**config.mk**
```make
export PLATFORM = sky130hd
export DESIGN_NAME = dropout_run_line_slicer
export DESIGN_NICKNAME = d
export VERILOG_FILES = /design/src/hw/rtl/drls_pkg.sv /design/src/hw/rtl/drls_dpath.sv /design/src/hw/rtl/drls_ctrl.sv /design/src/hw/rtl/dropout_run_line_slicer.sv
export SDC_FILE = /design/constraint.sdc
export NUM_CORES = 1
export LEC_CHECK = 0
export ABC_AREA = 0
export BUFFER_PORTS_ARGS = -buffer_cell sky130_fd_sc_hd__buf_4
export CAP_MARGIN = 5
export CORE_MARGIN = 3
export CORE_UTILIZATION = 40
export DETAILED_ROUTE_END_ITERATION = 10
export GPL_TIMING_DRIVEN = 0
export PLACE_DENSITY = 0.69
export SETUP_SLACK_MARGIN = 0.05
export SLEW_MARGIN = 20
export SYNTH_ARGS = -nofsm -noshare
export SYNTH_HDL_FRONTEND = slang
export SYNTH_SLANG_ARGS = --single-unit
```
**constraint.sdc**
```tcl
create_clock -name clk -period 7.55 [get_ports clk]
set_clock_uncertainty 0.05 [all_clocks]
set_input_delay 0.755 -clock clk [delete_from_list [all_inputs] [get_ports clk]]
set_output_delay 0.755 -clock clk [all_outputs]
set_load 0.005 [all_outputs]
```
**src/hw/rtl/drls_pkg.sv**
```systemverilog
// Types and constants shared by the dropout run line slicer modules.
// Holds the item structs and the controller/datapath interface structs.
// No dependencies.
`default_nettype none

package drls_pkg;

	localparam int SPL_W   = 12;
	localparam int LPF_W   = 10;
	localparam int POS_W   = 24;
	localparam int DIV_W   = 23;
	localparam int STEP_W  = 5;
	localparam int CFG_W   = 12;
	localparam int CFG_IDX_W = 1;

	localparam logic [CFG_IDX_W-1:0] CFG_SPL = 1'b0;
	localparam logic [CFG_IDX_W-1:0] CFG_LPF = 1'b1;

	localparam logic [SPL_W-1:0] SPL_RESET = 12'd910;
	localparam logic [LPF_W-1:0] LPF_RESET = 10'd263;

	typedef struct packed {
		logic signed [31:0] frame_number;
		logic signed [23:0] run_start;
		logic signed [23:0] run_length;
	} in_item_t;

	typedef struct packed {
		logic signed [31:0] frame_tag;
		logic               field_select;
		logic [9:0]         field_line;
		logic [11:0]        start_col;
		logic [11:0]        end_col;
		logic               last_piece;
		logic               truncated;
	} out_item_t;

	typedef struct packed {
		logic capture;
		logic div_step;
		logic check;
		logic load;
	} drls_cmd_t;

	typedef struct packed {
		logic skip;
		logic keep_first;
		logic out_last;
	} drls_status_t;

endpackage

`default_nettype wire

```
**src/hw/rtl/drls_dpath.sv**
```systemverilog
// Datapath of the dropout run line slicer: run capture, restoring divider,
// truncation check, piece walker and output item register. Uses drls_pkg.
`default_nettype none

module drls_dpath
	import drls_pkg::*;
#(
	parameter int MAX_PIECES = 64
) (
	input  wire logic               clk,
	input  wire in_item_t           in_item,
	input  wire logic [SPL_W-1:0]   spl,
	input  wire logic [LPF_W-1:0]   lpf,
	input  wire drls_cmd_t          cmd,
	output drls_status_t            status,
	output out_item_t               out_item
);

	localparam int CNT_W = $clog2(MAX_PIECES + 1);
	localparam int WIDE_W = POS_W + 1;

	logic signed [31:0] frame_q;
	logic [DIV_W-1:0]   start_q;
	logic [POS_W-1:0]   end_q;
	logic [DIV_W-1:0]   div_quo_q;
	logic [SPL_W-1:0]   div_rem_q;
	logic [POS_W-1:0]   line_q;
	logic [POS_W-1:0]   base_q;
	logic [SPL_W-1:0]   col_q;
	logic [CNT_W-1:0]   cnt_q;
	logic               cut_q;
	out_item_t          out_q;

	logic [SPL_W:0]     rem_sh;
	logic               rem_ge;
	logic [POS_W-1:0]   base0;
	logic               cut_next;
	logic [WIDE_W-1:0]  line_end;
	logic [WIDE_W-1:0]  piece_end;
	logic               piece_last;

	assign rem_sh = {div_rem_q, div_quo_q[DIV_W-1]};
	assign rem_ge = rem_sh >= {1'b0, spl};

	assign base0 = POS_W'(start_q) - POS_W'(div_rem_q);
	assign cut_next = ((WIDE_W'(base0) + WIDE_W'(MAX_PIECES) * WIDE_W'(spl)) < WIDE_W'(end_q))
		&& (((WIDE_W'(div_quo_q) + WIDE_W'(MAX_PIECES)) >> 1) < WIDE_W'(lpf));

	assign line_end = WIDE_W'(base_q) + WIDE_W'(spl);
	assign piece_end = (WIDE_W'(end_q) < line_end) ? WIDE_W'(end_q) : line_end;
	assign piece_last = (WIDE_W'(end_q) <= line_end)
		|| (((WIDE_W'(line_q) + WIDE_W'(1)) >> 1) >= WIDE_W'(lpf))
		|| (cnt_q == CNT_W'(MAX_PIECES - 1));

	assign status.skip = in_item.run_length[23] || (in_item.run_length == '0)
		|| in_item.run_start[23] || (spl == '0);
	assign status.keep_first = (div_quo_q >> 1) < DIV_W'(lpf);
	assign status.out_last = out_q.last_piece;

	assign out_item = out_q;

	always_ff @(posedge clk) begin
		if (cmd.capture) begin
			frame_q   <= in_item.frame_number;
			start_q   <= in_item.run_start[DIV_W-1:0];
			end_q     <= POS_W'(in_item.run_start[DIV_W-1:0])
				+ POS_W'(in_item.run_length[DIV_W-1:0]);
			div_quo_q <= in_item.run_start[DIV_W-1:0];
			div_rem_q <= '0;
		end else if (cmd.div_step) begin
			if (rem_ge) begin
				div_rem_q <= SPL_W'(rem_sh - {1'b0, spl});
			end else begin
				div_rem_q <= rem_sh[SPL_W-1:0];
			end
			div_quo_q <= {div_quo_q[DIV_W-2:0], rem_ge};
		end

		if (cmd.check) begin
			line_q <= POS_W'(div_quo_q);
			base_q <= base0;
			col_q  <= div_rem_q;
			cnt_q  <= '0;
			cut_q  <= cut_next;
		end else if (cmd.load) begin
			line_q <= line_q + POS_W'(1);
			base_q <= POS_W'(line_end);
			col_q  <= '0;
			cnt_q  <= cnt_q + CNT_W'(1);
		end

		if (cmd.load) begin
			out_q.frame_tag    <= frame_q;
			out_q.field_select <= line_q[0];
			out_q.field_line   <= 10'((line_q >> 1) + POS_W'(1));
			out_q.start_col    <= col_q;
			out_q.end_col      <= 12'(piece_end - WIDE_W'(base_q));
			out_q.last_piece   <= piece_last;
			out_q.truncated    <= cut_q;
		end
	end

endmodule

`default_nettype wire

```
**src/hw/rtl/drls_ctrl.sv**
```systemverilog
// Controller of the dropout run line slicer: sequences capture, division,
// truncation check and piece emission. Uses drls_pkg.
`default_nettype none

module drls_ctrl
	import drls_pkg::*;
(
	input  wire logic         clk,
	input  wire logic         arst_n,
	input  wire logic         in_valid,
	output logic              in_stall,
	output logic              out_valid,
	input  wire logic         out_stall,
	input  wire drls_status_t status,
	output drls_cmd_t         cmd
);

	typedef enum logic [2:0] {
		ST_IDLE,
		ST_DIV,
		ST_CHECK,
		ST_LOAD,
		ST_SEND
	} state_t;

	state_t            state_q;
	logic [STEP_W-1:0] step_q;
	logic              stall_q;
	logic              valid_q;

	assign in_stall  = stall_q;
	assign out_valid = valid_q;

	always_comb begin
		cmd          = '0;
		cmd.capture  = (state_q == ST_IDLE) && in_valid;
		cmd.div_step = (state_q == ST_DIV);
		cmd.check    = (state_q == ST_CHECK);
		cmd.load     = (state_q == ST_LOAD)
			|| ((state_q == ST_SEND) && !out_stall && !status.out_last);
	end

	always_ff @(posedge clk or negedge arst_n) begin
		if (!arst_n) begin
			state_q <= ST_IDLE;
			step_q  <= '0;
			stall_q <= 1'b0;
			valid_q <= 1'b0;
		end else begin
			unique case (state_q)
				ST_IDLE: begin
					if (in_valid && !status.skip) begin
						state_q <= ST_DIV;
						step_q  <= '0;
						stall_q <= 1'b1;
					end
				end
				ST_DIV: begin
					step_q <= step_q + STEP_W'(1);
					if (step_q == STEP_W'(DIV_W - 1)) begin
						state_q <= ST_CHECK;
					end
				end
				ST_CHECK: begin
					if (status.keep_first) begin
						state_q <= ST_LOAD;
					end else begin
						state_q <= ST_IDLE;
						stall_q <= 1'b0;
					end
				end
				ST_LOAD: begin
					state_q <= ST_SEND;
					valid_q <= 1'b1;
				end
				ST_SEND: begin
					if (!out_stall && status.out_last) begin
						state_q <= ST_IDLE;
						valid_q <= 1'b0;
						stall_q <= 1'b0;
					end
				end
				default: begin
					state_q <= ST_IDLE;
				end
			endcase
		end
	end

endmodule

`default_nettype wire

```
**src/hw/rtl/dropout_run_line_slicer.sv**
```systemverilog
// A run is taken in ST_IDLE and then passes through ST_DIV, ST_CHECK and
// ST_LOAD; its first piece is valid once the controller reaches ST_SEND.
// Throughput: one piece per cycle while out_stall is low; the next run is
// taken the cycle after the last piece of the current one has gone out.
// A skipped run stays in ST_IDLE; a run with no field line ends in ST_CHECK.
// Reset clears control and loads the register defaults; there is no sweep.
`default_nettype none

module dropout_run_line_slicer
	import drls_pkg::*;
#(
	parameter int MAX_PIECES = 64
) (
	input  wire logic                 clk,
	input  wire logic                 arst_n,
	input  wire logic                 in_valid,
	output logic                      in_stall,
	input  wire in_item_t             in_item,
	output logic                      out_valid,
	input  wire logic                 out_stall,
	output out_item_t                 out_item,
	input  wire logic                 cfg_we,
	input  wire logic [CFG_IDX_W-1:0] cfg_index,
	input  wire logic [CFG_W-1:0]     cfg_data
);

	logic [SPL_W-1:0] spl_q;
	logic [LPF_W-1:0] lpf_q;
	drls_cmd_t        cmd;
	drls_status_t     status;

	always_ff @(posedge clk or negedge arst_n) begin
		if (!arst_n) begin
			spl_q <= SPL_RESET;
			lpf_q <= LPF_RESET;
		end else if (cfg_we) begin
			unique case (cfg_index)
				CFG_SPL: spl_q <= cfg_data[SPL_W-1:0];
				CFG_LPF: lpf_q <= cfg_data[LPF_W-1:0];
				default: ;
			endcase
		end
	end

	drls_ctrl u_ctrl (
		.clk       (clk),
		.arst_n    (arst_n),
		.in_valid  (in_valid),
		.in_stall  (in_stall),
		.out_valid (out_valid),
		.out_stall (out_stall),
		.status    (status),
		.cmd       (cmd)
	);

	drls_dpath #(
		.MAX_PIECES (MAX_PIECES)
	) u_dpath (
		.clk      (clk),
		.in_item  (in_item),
		.spl      (spl_q),
		.lpf      (lpf_q),
		.cmd      (cmd),
		.status   (status),
		.out_item (out_item)
	);

`ifndef ASSERT_OFF
	a_busy_while_out: assert property (@(posedge clk) disable iff (!arst_n)
		out_valid |-> in_stall)
		else $error("input taken while pieces are pending");

	a_run_continues: assert property (@(posedge clk) disable iff (!arst_n)
		out_valid && !out_stall && !out_item.last_piece |=> out_valid)
		else $error("run ended without a last piece");

	a_next_col_zero: assert property (@(posedge clk) disable iff (!arst_n)
		out_valid && !out_stall && !out_item.last_piece |=> out_item.start_col == '0)
		else $error("follow-on piece does not start at column zero");

	a_trunc_steady: assert property (@(posedge clk) disable iff (!arst_n)
		out_valid && !out_stall && !out_item.last_piece
		|=> out_item.truncated == $past(out_item.truncated))
		else $error("truncated flag changed within a run");
`endif

endmodule

`default_nettype wire
```
==> impl_metrics.yaml <==
die:
  fp-row-count: 74
  io_pins: 169
  core-area_sq_um: 41400
  die-width_um: 212
  initial_core_util_pct: 41.1
  fp.dieArea_sq_um: 45100
  die_h_um: 212
route:
  drt_iter0_drc: 1081
  viasPerCell: 5.56
  drc: 0
  vias: 13000
  drt_wl_total_um: 45900
  drtPass1Iterations: 5
  drtAntennaViolNets: 0
  post_drt_wl_per_cell_um: 19.6
timing:
  fmax_ghz: 0.147
  setup_violations: 0
  maxSlewViolCount: 0
  min_period_ns: 6.81
  setup_slack_ns: 0.736
  fin_crit_sh_pct: 90.2
  finalHoldViolations: 0
  max_slew_margin_pct: 27.1
  rsz0062_at_grt: "no"
  worst_slew_pin_slew_ns: 1.09
cts:
  clock_sinks: 283
  path_clk_slew_ns: 0.06
  h-tree-depth: 2
  cts_root_buf: "clkbuf_16"
  numCtsBuffers: 34
  clk_latency_ns: 0.55
  cts_tree: "done"
  cts_hold_buf: 0
  clockBufferDepth: 3
setup_path:
  crit_top_cell: "a21oi_1"
  start_kind: "register"
  max_stage_delay_ns: 0.51
  criticalPathCategory: "register to register"
  worst_ep_arrival_time_ns: 7.01
  cp_slowest_cell: "dfrtp_1"
  cp_max_fo: 10
  rr_worst_depth: 28
  reg2reg_slack_ns: 0.74
  critPathRequiredTime_ns: 7.75
  end_kind: "register"
layout:
  antenna_cells: 0
  fin_util_pct: 49.0
  nets: 2051
  area_growth_pct: 19.3
  layout-drive-gt1-share_pct: 17.7
  nFillCells: 3678
  layoutNonFillerInstCount: 2345
synth:
  synth.net_count: 1838
  synth.top_cells.by_area: "edfxtp_1 41%, ha_1 12%, xnor2_1 3.9%, dfrtp_1 3.2%, xor2_1 2.8%"
  synth.most_common_cell: "edfxtp_1"
  synth-main-ff-cell: "edfxtp_1"
  synth_edf_count: 231
  syn_inst: 1575
  synth_top_cell_area_share_pct: 40.8
  syn_area_sq_um: 17000
  ys_seq_area_share_pct: 47.9
  yosys_warnings: 0
  synthTopCellsByCount: "231 x edfxtp_1, 159 x ha_1, 123 x nor2_1, 119 x nand2_1, 110 x inv_1"
  avgSynthCellArea_sq_um: 10.8
  ys_ff_latch: 283
  synth_top_cell_by_area: "edfxtp_1"
  yosysUniqueCellTypes: 82
  async_reset_ff_share_pct: 11.3
power_and_ir_drop:
  power.total_uw: 6660
  clock_power_share_pct: 24.8
  combPwrFrac_pct: 41.2
  intPower_uw: 4230
  switchingPower_uw: 2430
  power_density_nw_per_um2: 328
  p_leak_uw: 0.00820
  pwr-share-seq_pct: 34.0
  p_sw_share_pct: 36.5
  vdd_drop_max_uv: 199
placed_design:
  dp.cells: 2282
  place_congestion: 0.936
  portBuffers: 168
  dp_worst_setup_slack_ns: -0.151
  dpl.hpwl_um: 35700
flow_run:
  drv_cap: 0
grt:
  antenna_found_initial: 0
  grt_pass1_vias: 12800
  grtUsageTotal_pct: 20.3
  gr-total-overflow: 0
  grt_first_pass_wirelength_um: 71100
  grt_max_degree: 37
status:
  status: "complete, no violations"
min_path:
  hold_path.class: "input pin to async pin"
per-layer routing:
metal	wire length, um	share of wire [%]	GRT usage (%)
met5	0	0	0
met4	1980	4.3	9.02
met3	2870	6.2	3.23
met2	21200	46	33.7
met1	19900	43	26.5
kinds of logic (layout without fill, tap and decap cells):
group / Yosys count / count (layout) / share of synthesized area (%)
flops: 283 / 283 / 47.9
xor+xnor: 131 / 131 / 6.74
mux: 63 / 63 / 3.99
compound gates: 332 / 332 / 12.6
fa+ha+maj: 165 / 165 / 12.4
simple gates: 460 / 460 / 13.3
buf+inv: 141 / 379 / 3.11
worst paths after layout:
check,from,to
max,spl_q[0],u_dpath.out_item[12]
min,arst_n,u_ctrl.step_q[0]
max reg2reg,spl_q[0],u_dpath.out_item[12]
min reg2reg,u_dpath.frame_q[22],u_dpath.out_item[59]
max in group asynchronous,arst_n,lpf_q[8]
min in group clk,in_item[65],u_dpath.frame_q[17]
power groups by stage:
stage               sequential, uW  combinational, uW  clock [uW]
floorplan                     2210               2060           0
global placement              2300               2600           0
detailed placement            2290               2700           0
CTS                           2260               2720        1700
global route                  2300               3090        1750
finish                        2270               2750        1650
sequential cells by signal, indices dropped and copies added (netlist names):
register	cells
u_dpath.col_q	12
u_ctrl.out_valid	1
u_dpath.line_q	24
u_dpath.div_quo_q	23
u_ctrl.state_q	3
u_dpath.base_q	24
u_dpath.frame_q	32
u_dpath.start_q	23
lpf_q	10
u_ctrl.in_stall	1
u_dpath.cnt_q	7
u_dpath.div_rem_q	12
u_dpath.cut_q	1
spl_q	12
u_dpath.out_item	69
u_dpath.end_q	24
u_ctrl.step_q	5
stage by stage:
step	hold WS (ns)	TNS, ns	instance area, sq um
6_report	0.0903	0	20300
3_3_place_gp	0.350	-25.60	18900
2_1_floorplan	0.350	0	17000
4_1_cts	0.0831	0	20300
5_1_grt	0.108	0	20300
3_5_place_dp	0.355	-0.237	19100
worst max-delay path, delay by kind of cell, from the launching register on:
kind | cells | cell delay (ns)
flip-flops | 1 | 0.51
AO/OA/AOI/OAI | 16 | 3.19
buffers and inverters | 2 | 0.31
AND/OR/NAND/NOR | 4 | 0.42
XOR/XNOR | 1 | 0.29
adder cells (fa/ha/maj) | 5 | 1.72
cells in the final DEF, fill, tap and decap left out, types with 6 or more instances in the layout:
master / netlist / final
xnor2_1: 76 / 76
o21a_1: 18 / 18
xor2_1: 55 / 55
clkinv_2: 0 / 9
mux2_2: 38 / 38
or3_1: 13 / 13
o211ai_1: 6 / 6
fa_1: 6 / 6
inv_1: 110 / 110
and4_1: 7 / 7
o21ai_0: 88 / 86
dfxtp_1: 20 / 20
nand2b_1: 15 / 15
a31oi_1: 10 / 10
clkbuf_16: 0 / 34
dfstp_2: 10 / 10
mux2i_1: 25 / 25
nand4_1: 19 / 19
a211oi_1: 13 / 13
ha_1: 159 / 159
buf_4: 0 / 171
nor2b_1: 17 / 17
o21bai_1: 9 / 9
nor2_1: 123 / 123
dfrtp_1: 22 / 22
nand3_1: 38 / 38
a21oi_1: 85 / 85
o22ai_1: 14 / 14
edfxtp_1: 231 / 231
nor3_1: 32 / 32
and3_1: 13 / 13
nor4_1: 22 / 21
nand2_1: 119 / 119
a21o_1: 25 / 25
clkbuf_1: 23 / 24
or2_2: 8 / 8
layout make-up:
class	instances	area (sq um)	share of cell area, %
Multi-Input combinational cell	1151	8370	41.3
Sequential cell	283	8150	40.2
Timing Repair Buffer	178	1450	7.16
Clock buffer	42	931	4.59
Tap cell	532	666	3.28
Inverter	112	420	2.07
Clock inverter	19	191	0.943
Buffer	28	108	0.530
repair_timing:
item | 4_1_cts | 5_1_grt
resized for setup | 2 | 2
cloned | 0 | 0
setup endpoints to repair | 5 | 5
setup buffers | 0 | 3
No activity file was read; power rests on OpenSTA's default activity.
